`src/rtl/core/srt_ram.sv`:
```
// Generic simple dual-port RAM: one write port, one read port, registered read.
// Used for the rectangle store. No dependencies.
`default_nettype none

module srt_ram #(
	parameter int WIDTH = 8,
	parameter int DEPTH = 16
) (
	input  wire logic                     clk,
	input  wire logic                     we,
	input  wire logic [$clog2(DEPTH)-1:0] waddr,
	input  wire logic [WIDTH-1:0]         wdata,
	input  wire logic                     re,
	input  wire logic [$clog2(DEPTH)-1:0] raddr,
	output logic      [WIDTH-1:0]         rdata
);

	logic [WIDTH-1:0] mem_q [DEPTH];

	always_ff @(posedge clk) begin
		if (we) begin
			mem_q[waddr] <= wdata;
		end
		if (re) begin
			rdata <= mem_q[raddr];
		end
	end

endmodule

`default_nettype wire

```
`config.mk`:
```
export PLATFORM = sky130hd
export DESIGN_NAME = srt_ram
export DESIGN_NICKNAME = d
export VERILOG_FILES = /design/src/rtl/core/srt_ram.sv
export SDC_FILE = /design/constraint.sdc
export NUM_CORES = 1
export LEC_CHECK = 0
export ABC_CLOCK_PERIOD_IN_PS = 5700
export BUFFER_PORTS_ARGS = -buffer_cell sky130_fd_sc_hd__buf_4
export CORE_MARGIN = 5
export CORE_UTILIZATION = 40
export CTS_CLUSTER_DIAMETER = 30
export DETAILED_ROUTE_END_ITERATION = 8
export PLACE_DENSITY = 0.64
export SLEW_MARGIN = 0
export SYNTH_ARGS = -nofsm -noshare
export SYNTH_HDL_FRONTEND = slang
export SYNTH_SLANG_ARGS = --single-unit
```
`constraint.sdc`:
```
create_clock -name clk -period 5.7 [get_ports clk]
set_input_delay 1.425 -clock clk [delete_from_list [all_inputs] [get_ports clk]]
set_output_delay 1.425 -clock clk [all_outputs]
set_load 0.01 [all_outputs]
```
==> results, run 1 <==
- STA puts the critical path data required time at 5.73 ns.
- The worst path uses 49.3% of the clock period.
- The core outline area is between 0.01 and 0.015 mm².
- Detailed placement finished with a half-perimeter wire length of 5850 µm.
- The worst register-to-register path has a depth of 3.
- Once detail routing completed, the nets flagged for antenna violations numbered 0.
- The number of pins exceeding their max-slew limit in the final report came to 0.
- Leaving out fill and tap cells, the most frequent cells in the layout are 136 x sky130_fd_sc_hd__edfxtp_1, 28 x sky130_fd_sc_hd__buf_4, 18 x sky130_fd_sc_hd__mux4_2.
- The routed via count is 2342.
- The worst-case clock buffer depth is 2.
- The yosys synthesis warning count is 0.
- TritonCTS built the clock tree.
- The largest driver fanout on the critical path is 8.
- Relative to the synthesized area, the layout overhead comes to 17.4%.
- The number of clock buffers added by TritonCTS is 17.
- In this run the worst hold path is classified as flip-flop to flip-flop.
- Headroom to the max-slew limit came out at 28.5%.
- In this run the register-to-register setup slack is 4.22 ns.
- The reported leakage power is 0.00200 µW.
- The worst hold path was traced through 3 stages.
- IR analysis of the VDD net gives a maximum drop of 0.000203 V.
- The die is 124 µm wide.
- The mean routed wirelength per cell is 20.8 µm.
- The wire length of the first global-routing pass is 14700 µm.
- The number of H-tree branching levels is 4.
- The sum of routed wire length over all layers is between 9000 and 10000 µm.
- The number of search-and-repair iterations in the first detailed-routing pass is 4.
- The final-stage net count is 285.
- Post-CTS timing repair inserted 0 buffers for setup.
- The maximum number of pins on one net before global-route repair is 33.
- The run finished with clean final reports.
- In this run, synthesis inferred 136 flip-flops with an integrated enable.
- Dividing the detail-routed via count by the number of cells gives 5.19.
- The area share of the leading cell type in the synthesized netlist is 78.1%.
- Tracing the worst setup path back leads to its startpoint at waddr[2].
- The total of buffers placed on input and output ports is 26.
- 0 antenna diodes ended up in the layout.
- The first-iteration detailed-routing DRC count is 190.
- The worst setup path category is input pin to flip-flop.
- For this run, design rule violations remaining after detail routing come to 0.
- Global routing consumed, over all layers together, 13.1% of the routing resources.
- Yosys attributes the largest share of cell area to sky130_fd_sc_hd__edfxtp_1 78%, sky130_fd_sc_hd__mux4_2 7.8%, sky130_fd_sc_hd__mux4_1 7.0%.
- The number of different library cells in the post-synthesis netlist is 18.
- The slew at the pin with the worst max-slew slack is 1.07 ns.
- Setup total negative slack on the finished layout was measured at 0 ns.
- The remaining global-route overflow is 0.
- Setup repair after global routing left no endpoint under its margin.
- The row count is 41.
- The final weighted congestion in routability-driven placement is 0.719.
- For the worst setup path, the data arrival time is 2.84 ns.
- The post-synthesis area per instance is 22.8 µm².
- The worst setup path endpoint is mem_q[0][5].
- The cell sitting at the root of the clock tree is a sky130_fd_sc_hd__clkbuf_16.
- From bottom edge to top edge, the die measures 124 µm.
- The final hold violation count is 0.
- The initial cell density of the core is approximately two fifths.
- The via count of the first global-routing pass is around 2400.
- Of the synthesized area, sequential elements account for 78.1%.
- The tightest hold path in the finished design has a slack of roughly 0.73 ns.
- For this run, asynchronously set or reset flops after synthesis account for 0%.
- The summed instance area of the synthesized netlist is about 0.0052 mm².
- The max-capacitance violation count is 0.
- Among all flip-flop cells after synthesis, the most frequent one is sky130_fd_sc_hd__edfxtp_1.
- Clock tree synthesis found a total of 136 sinks.
- The worst setup path is launched from an input pin.
- The number of cells after detailed placement is about 420.
- The die covers 0.0155 mm².
- The reg-to-reg startpoint is mem_q[3][4].
- The final critical path time including I/O delays and setup is 2.81 ns.
- The synthesized instance count is ~230.
- Once the clock tree was built, the resizer swapped 0 gates to a different size.
- The commonest non-fill, non-tap cell in the layout is sky130_fd_sc_hd__edfxtp_1.
- The biggest area consumer among synthesized cells is sky130_fd_sc_hd__edfxtp_1.
- The capturing element type of the critical path is a flip-flop.
- The final number of setup-violating endpoints is 0.
- The setup clock skew after layout is 0.00700 ns.
- After the flow finishes, the layout carries non-filler instances totaling 451.
- The fraction of layout instances using a drive strength above 1 is 26.9%.
- The maximum clock rate is 356 MHz.
- The initial antenna violation count is 0.
- The endpoint identified for the worst register-to-register timing path is rdata[4].
- The hold buffer count at cts is 0.
- The number of ports placed on the die boundary is 27.
- The power density relative to cell area is 369 mW/mm².
- The clock-pin slew reported for the worst setup and hold paths after clock tree synthesis is 0.06 ns.
- The number of storage elements in the synthesis netlist is 136.
- The post-synthesis net count is 248.
- The clock network latency to the later pin of the worst-skew pair is 0.41 ns.
[through the flow]
stage	area [µm²]	power, µW	utilization [%]	worst slack (ns)
CTS	6140	2290	48.2	2.88
floorplan	5230	1210	-	2.78
global placement	5570	1260	43.8	2.44
global route	6140	2340	48.2	2.79
finish	6140	2270	48.2	2.89
detailed placement	5570	1260	43.8	2.43
[cell families (layout without fill, tap and decap cells)]
kind of cell	Yosys count	in the layout	synth area share (%)
DFF	136	136	78.1
AOI/OAI and AO/OA	16	16	2.30
muxes	32	32	14.8
and+or+nand+nor	35	35	3.14
buffers and inverters	10	60	1.65
[critical path, cell delays in order]
cell	delay [ns]
sky130_fd_sc_hd__buf_4	0.12
sky130_fd_sc_hd__or3b_2	0.50
sky130_fd_sc_hd__nor3_1	0.79
[metal layers]
| layer | part of all wire (%) | GRT usage (%) | vias to the layer above |
|---|---|---|---|
| li1 | - | - | 1058 |
| met1 | 46 | 17.7 | 1212 |
| met2 | 48 | 19.2 | 65 |
| met3 | 5.3 | 4.59 | 7 |
| met4 | 1.1 | 5.61 | 0 |
| met5 | 0 | 0 | - |
[layout make-up]
| cell class | count | area, µm² |
|---|---|---|
| Clock buffer | 21 | 440 |
| Sequential cell | 136 | 4080 |
| Tap cell | 172 | 215 |
| Timing Repair Buffer | 28 | 210 |
| Fill cell | 1069 | 6590 |
| Clock inverter | 11 | 125 |
| Multi-Input combinational cell | 83 | 1060 |
[power by group]
part           switching, µW  leakage, µW  total, µW  internal [µW]
Combinational           58.2     0.000507        103           45.1
Sequential              4.80      0.00124       1130           1130
Clock                    389     0.000261       1030            643
[synthesized netlist by cell type, types with 2 or more instances]
master and n:
sky130_fd_sc_hd__mux4_2 18, sky130_fd_sc_hd__nand3b_1 2, sky130_fd_sc_hd__edfxtp_1 136, sky130_fd_sc_hd__nand2_1 9
sky130_fd_sc_hd__a22oi_1 16, sky130_fd_sc_hd__buf_2 3, sky130_fd_sc_hd__nor2_1 13, sky130_fd_sc_hd__mux4_1 14
sky130_fd_sc_hd__buf_6 3, sky130_fd_sc_hd__nand2b_1 2, sky130_fd_sc_hd__nor3_1 4, sky130_fd_sc_hd__clkdlybuf4s25_2 3
[state kept, by name (all words and copies together), names as in the netlist]
signal,flops
rdata,8
mem_q,128
[how the worst min path moves through the flow]
stage / from / endpoint / slack [ns]
floorplan: mem_q[7][0] / rdata[0] / 0.70
global placement: mem_q[12][0] / rdata[0] / 0.73
detailed placement: mem_q[14][0] / rdata[0] / 0.74
CTS: mem_q[14][0] / rdata[0] / 0.75
global route: mem_q[15][2] / rdata[2] / 0.76
finish: mem_q[14][0] / rdata[0] / 0.73
Note: power is estimated with default switching activity, not from simulation.
==> inputs of run 2 (changes only) <==
ABC_CLOCK_PERIOD_IN_PS = 2400   (was 5700)
PLACE_DENSITY = 0.66   (was 0.64)
clock period = 2.4 ns   (was 5.7 ns; I/O delays follow)
==> results, run 2 (synthesized netlist as in run 1, its figures left out) <==
- The flow ran to the end, and the final reports show no timing, DRC or antenna violations.
- Traced cell by cell, the critical path runs through buf_4 -> buf_12 -> mux4_2 -> a22oi_1 -> nand2_1.
- The worst setup path is of the input pin to flip-flop kind.
- The worst hold path belongs to the class input pin to flip-flop.
- The synthesis-to-layout area growth is 20.5%.
- The arrival time at the worst endpoint is 1.93 ns (-0.91 ns).
- The placement-stage cell area is 0.00576 mm² (+3.4%).
- The critical-path cell with the highest stage delay is sky130_fd_sc_hd__mux4_2.
- The sum of routed wire length over all layers is 10200 µm (+8.4%).
- The largest driver fanout on the critical path came to 11 (+3).
- The final-stage net count is 309 (+8.4%).
- The highest ir drop seen on vdd is 0.000524 V (+160%).
- The register with the highest flop count is mem_q.
- The number of ports placed on the die boundary is 27 (unchanged).
- The number of setup buffers added after CTS is 0 (unchanged).
- The initial cell density of the core is 41.1% (unchanged).
- The HPWL after detailed placement is 6540 µm (+12%).
- Leaving out fill and tap cells, the most frequent cell in the layout is sky130_fd_sc_hd__edfxtp_1.
- The detailed-route DRC error count is 0 (unchanged).
- The mean routed wirelength per cell is 21.4 µm (+3.1%).
- The stage delay of the slowest cell on the critical path is 0.52 ns (-0.27 ns).
- The initial antenna violation count is 0 (unchanged).
- The remaining antenna violation count is 0 (unchanged).
- The row count is 41 (unchanged).
- The via count of the first global-routing pass came to 2667 (+11%).
- The maximum number of pins on one net before global-route repair came to 17 (-48%).
- The remaining global-route overflow was 0 (unchanged).
- The max-capacitance violation count came to 0 (unchanged).
- The routed via count is 2487 (+6.2%).
- The number of pins exceeding their max-slew limit in the final report is 0 (unchanged).
- The core outline area came to 0.0127 mm² (unchanged).
- The worst hold margin was 0.485 ns (-0.250 ns).
- In the layout the commonest cells are 136 x sky130_fd_sc_hd__edfxtp_1, 51 x sky130_fd_sc_hd__buf_4, 18 x sky130_fd_sc_hd__mux4_2.
- The total clock buffers created by CTS is 17 (unchanged).
- The clock-pin slew reported for the worst setup and hold paths after clock tree synthesis is 0.05 ns (about the same).
- The final number of setup-violating endpoints is 0 (unchanged).
- The largest registers in the layout are mem_q: 128 flops, rdata: 8 flops.
- The count of inserted antenna diode cells is 0 (unchanged).
- The number of H-tree branching levels was 4 (unchanged).
- The remaining max-slew budget at the tightest pin is 72.2% (+44 points).
- The reported leakage power is 0.00214 µW (+6.7%).
- Setup repair after global routing left no endpoint under its margin.
- The number of flip-flops under the largest register name is 128 (unchanged).
- The setup clock skew after layout is 0.00440 ns (-0.00260 ns).
- The final standard cell area without fillers is 0.00630 mm² (+2.7%).
- TritonCTS built the clock tree.
- The post-cts sizing count was 0 (unchanged).
- The power density relative to cell area is 847 mW/mm² (+130%).
- The tree is rooted in a sky130_fd_sc_hd__clkbuf_16.
- The total power after layout is 5330 µW (+140%).
- The area of the die is 0.0155 mm² (unchanged).
- The die outline width came to 124 µm (unchanged).
- The final weighted congestion in routability-driven placement is 0.747 (+3.9%).
- The via density per instance is 5.25 (+1.0%).
- The fraction of layout instances using a drive strength above 1 was 31.8% (+4.9 points).
- The overall global routing resource usage is 13.9% (+0.86 points).
- The clock sink total is 136 (unchanged).
- The worst setup path is launched from an input pin.
- The setup TNS after final layout is 0 ns (unchanged).
- The clock period could shrink to 1.80 ns.
- The slew at the pin with the worst max-slew slack is 0.417 ns (-0.651 ns).
- The first-iteration detailed-routing DRC count is 214 (+13%).
- The hold buffer count at cts is 0 (unchanged).
- The maximum clock rate is 555 MHz.
- The wire length of the first global-routing pass was 15900 µm (+7.8%).
- The worst setup path is captured at a flip-flop.
- The worst-case clock buffer depth came to 2 (unchanged).
- The total of buffers placed on input and output ports is 26 (unchanged).
- The number of search-and-repair iterations in the first detailed-routing pass was 4 (unchanged).
- The height of the chip is 124 µm (unchanged).
- The required time of the worst setup path was 2.53 ns (-3.20 ns).
- Dividing the final minimum period by the clock period gives between 70% and 80%.
- The final hold violation count is 0 (unchanged).
- The clock network latency to the later pin of the worst-skew pair is 0.40 ns (about the same).
[run 2: changes by cell type in the layout (fill, tap and decap cells not counted), sizes merged]
cell      change
buf          +24
clkbuf        -4
clkinv        +7
clkinvlp      -3
inv           -1
[run 2: final cells by class]
type	instances	area [µm²]
Fill cell	1051	6420
Sequential cell	136	4080
Multi-Input combinational cell	83	1060
Clock buffer	17	425
Timing Repair Buffer	52	403
Tap cell	172	215
Clock inverter	14	115
[run 2: worst paths after layout]
kind                startpoint        to  slack, ns  cells past startpoint
setup / recovery      raddr[0]  rdata[0]       0.60                      5
hold / removal              re  rdata[1]       0.49                      1
setup reg to reg  mem_q[11][0]  rdata[0]       0.89                      3
hold reg to reg    mem_q[8][4]  rdata[4]       0.78                      3
[run 2: routing by layer]
layer,global-route usage (%),up-vias,part of all wire (%)
li1,-,1105,-
met1,18.6,1295,44
met2,21.7,74,49
met3,3.77,13,5.4
met4,5.61,0,1.6
met5,0,-,0
[run 2: report_power, final]
part | internal (µW) | switching, µW | total (µW)
Clock | 1490 | 885 | 2370
Combinational | 125 | 146 | 270
Sequential | 2680 | 13.0 | 2690
Total | 4290 | 1040 | 5330
[run 2: critical path, delay by kind of cell]
kind	cells	cell delay [ns]
AO/OA/AOI/OAI	1	0.25
AND/OR/NAND/NOR	1	0.14
multiplexers	1	0.52
buffers and inverters	2	0.41
[run 2: through the flow]
stage          instances  utilization (%)  worst slack [ns]
4_1_cts              474             49.5             0.579
3_3_place_gp         443             45.3             0.154
2_1_floorplan        229                -             0.307
6_report             474             49.5             0.597
5_1_grt              474             49.5             0.546
3_5_place_dp         443             45.3             0.153
==> inputs of run 3 (changes only) <==
ABC_CLOCK_PERIOD_IN_PS = 1750   (was 2400)
PLACE_DENSITY = 0.64   (was 0.66)
clock period = 1.75 ns   (was 2.4 ns; I/O delays follow)
==> results, run 3 (synthesized netlist as in run 1, its figures left out) <==
- The run finished with clean final reports.
- The height of the chip is 124 µm (unchanged).
- The maximum number of pins on one net before global-route repair is 17 (unchanged).
- The internal power is 6350 µW (+48%).
- The highest ir drop seen on vdd is 0.000705 V (+35%).
- The setup clock skew after layout is 0.0114 ns (+0.00705 ns).
- The number of search-and-repair iterations in the first detailed-routing pass is 4 (unchanged).
- The logic depth of the worst register-to-register path is 3 (unchanged).
- The overall global routing resource usage came to 13.7% (-0.19 points).
- The share of total power consumed by net switching came to 18.8% (-0.79 points).
- The detailed-route DRC error count came to 0 (unchanged).
- In the finished design, the share of the clock period the worst path needs comes to 86.5%.
- The initial cell density of the core is 41.1% (unchanged).
- The row count is 41 (unchanged).
- The capturing element type of the critical path is a flip-flop.
- The largest registers in the layout are mem_q: 128 flops, rdata: 8 flops.
- The largest driver fanout on the critical path came to 15 (+4).
- The largest delay contributor family on the critical path is multiplexers.
- Setup repair after global routing left no endpoint under its margin.
- Walking the worst path, the cells encountered are buf_4 -> buf_12 -> mux4_1 -> a22oi_1 -> nand2_1.
- Counting I/O delays and the setup requirement, the final critical path takes 1.51 ns.
- The die outline width was 124 µm (unchanged).
- The worst setup slack after placement is -0.212 ns (-0.365 ns).
- The combined buffer and inverter count along the critical path was 2 (unchanged).
- The final weighted congestion in routability-driven placement came to 0.735 (-1.6%).
- The wire length of the first global-routing pass is 15600 µm (-1.6%).
- The number of flip-flops under the largest register name is 128 (unchanged).
- The remaining global-route overflow came to 0 (unchanged).
- The slew at the pin with the worst max-slew slack is 0.740 ns (+0.323 ns).
- The number of pins exceeding their max-slew limit in the final report is 0 (unchanged).
- The fraction of layout instances using a drive strength above 1 is 32.2% (+0.43 points).
- The max-capacitance violation count was 0 (unchanged).
- The required time of the worst setup path came to 1.90 ns (-0.63 ns).
- The number of gates on the worst path with buffers counted is 5 (unchanged).
- Leaving out fill and tap cells, the most frequent cells in the layout are 136 x sky130_fd_sc_hd__edfxtp_1, 43 x sky130_fd_sc_hd__buf_4, 18 x sky130_fd_sc_hd__mux4_2.
- The HPWL after detailed placement was 6590 µm (+0.77%).
- The startpoint kind of the worst setup timing path is an input pin.
- The clock network fraction of total power is 48.1% (+3.6 points).
- The number of cells in the finished layout apart from fillers came to 470 (-0.84%).
- The final hold violation count is 0 (unchanged).
- The initial antenna violation count is 0 (unchanged).
- The number of setup buffers added after CTS came to 0 (unchanged).
- The final number of setup-violating endpoints came to 0 (unchanged).
- The total clock buffers created by CTS was 17 (unchanged).
- The sum of routed wire length over all layers was 9950 µm (-2.0%).
- The first-iteration detailed-routing DRC count is 187 (-13%).
- The via density per instance is 5.17 (-1.5%).
- The routed via count came to 2428 (-2.4%).
- The number of cells after detailed placement is 438 (-1.1%).
- The clock network latency to the later pin of the worst-skew pair is 0.41 ns (about the same).
- The hold buffer count at cts is 0 (unchanged).
- The area of the die is 0.0155 mm² (unchanged).
- The synthesis-to-layout area growth is 22.4%.
- The clock-pin slew reported for the worst setup and hold paths after clock tree synthesis came to 0.05 ns (about the same).
- The via count of the first global-routing pass came to 2637 (-1.1%).
- The switching power of the nets was 1470 µW (+41%).
- The library cell used as clock root buffer is sky130_fd_sc_hd__clkbuf_16.
- The clock sink total is 136 (unchanged).
- The sequential group share of total power is 47.2% (-3.2 points).
- The stage delay of the slowest cell on the critical path is 0.59 ns (+0.07 ns).
- The tightest min-delay check is of the input pin to flip-flop type.
- The library cell used most frequently in the layout, excluding fill and tap cells, is sky130_fd_sc_hd__edfxtp_1.
- The total of buffers placed on input and output ports is 26 (unchanged).
- The remaining max-slew budget at the tightest pin was 50.5% (-22 points).
- The register with the highest flop count is mem_q.
- The count of inserted antenna diode cells is 0 (unchanged).
- The number of ports placed on the die boundary came to 27 (unchanged).
- The number of fill cells was 1013 (-3.6%).
- The mean routed wirelength per cell came to 21.2 µm (-1.2%).
- The setup slack after layout is 0.237 ns (-0.360 ns).
- The final-stage net count is 304 (-1.6%).
- The cell count of the worst hold path is 1 (unchanged).
- The number of H-tree branching levels is 4 (unchanged).
- The combinational share of power is 4.7% (-0.4 points).
- The worst setup path category is input pin to flip-flop.
- The arrival time at the worst endpoint is 1.67 ns (-0.26 ns).
- The core outline area was 0.0127 mm² (unchanged).
- The TritonCTS clock tree is yes.
- The remaining antenna violation count is 0 (unchanged).
- The maximum clock rate is between 600 and 700 MHz.
- The post-cts sizing count is 0 (unchanged).
- The worst-case clock buffer depth was 2 (unchanged).
- The power density relative to cell area came to 1220 mW/mm² (+44%).
- The reported leakage power is 0.00216 µW (+1.2%).
- The largest individual stage delay along the critical path comes from the cell sky130_fd_sc_hd__mux4_1.
run 3: cell type report:
type,instances,area [µm²],area share (%)
clock buffers,17,425,6.65
clock inverters,15,208,3.25
multi-input cells,83,1060,16.6
flip-flops and latches,136,4080,63.8
well taps,172,215,3.36
repair buffers,47,403,6.30
run 3: metrics by stage:
step	utilization [%]	TNS, ns	power [µW]	area [µm²]	hold slack [ns]
after floorplan	-	0	3950	5230	0.536
after global placement	45.3	-1.35	4120	5760	0.726
after detailed placement	45.3	-1.37	4130	5760	0.733
after CTS	50.3	0	7900	6400	0.314
after global routing	50.3	0	8080	6400	0.323
final	50.3	0	7810	6400	0.322
run 3: worst register-to-register path: cells and delay by family (launching register included):
| family | cells | cell delay [ns] |
|---|---|---|
| multiplexers | 1 | 0.50 |
| AND/OR/NAND/NOR | 1 | 0.09 |
| flip-flops | 1 | 0.36 |
| AO/OA/AOI/OAI | 1 | 0.28 |
run 3: path summary, 6_finish.rpt:
path / start / end / slack (ns)
setup / recovery: raddr[0] / rdata[5] / 0.24
hold / removal: wdata[3] / mem_q[13][3] / 0.32
setup reg to reg: mem_q[0][2] / rdata[2] / 0.28
hold reg to reg: mem_q[4][3] / rdata[3] / 0.74
run 3: routing by layer:
metal | wire length [µm] | global-route usage, % | part of all wire [%]
met3 | 490 | 4.12 | 4.9
met2 | 5080 | 22.0 | 51
met4 | 95 | 6.00 | 0.96
met1 | 4280 | 17.4 | 43
met5 | 0 | 0 | 0
run 3: power groups by stage:
stage                     registers, µW  logic (µW)  clock network [µW]
after floorplan                    3760         185                   0
after global placement             3760         366                   0
after detailed placement           3760         372                   0
after CTS                          3690         374                3830
after global routing               3700         397                3980
final                              3690         365                3760
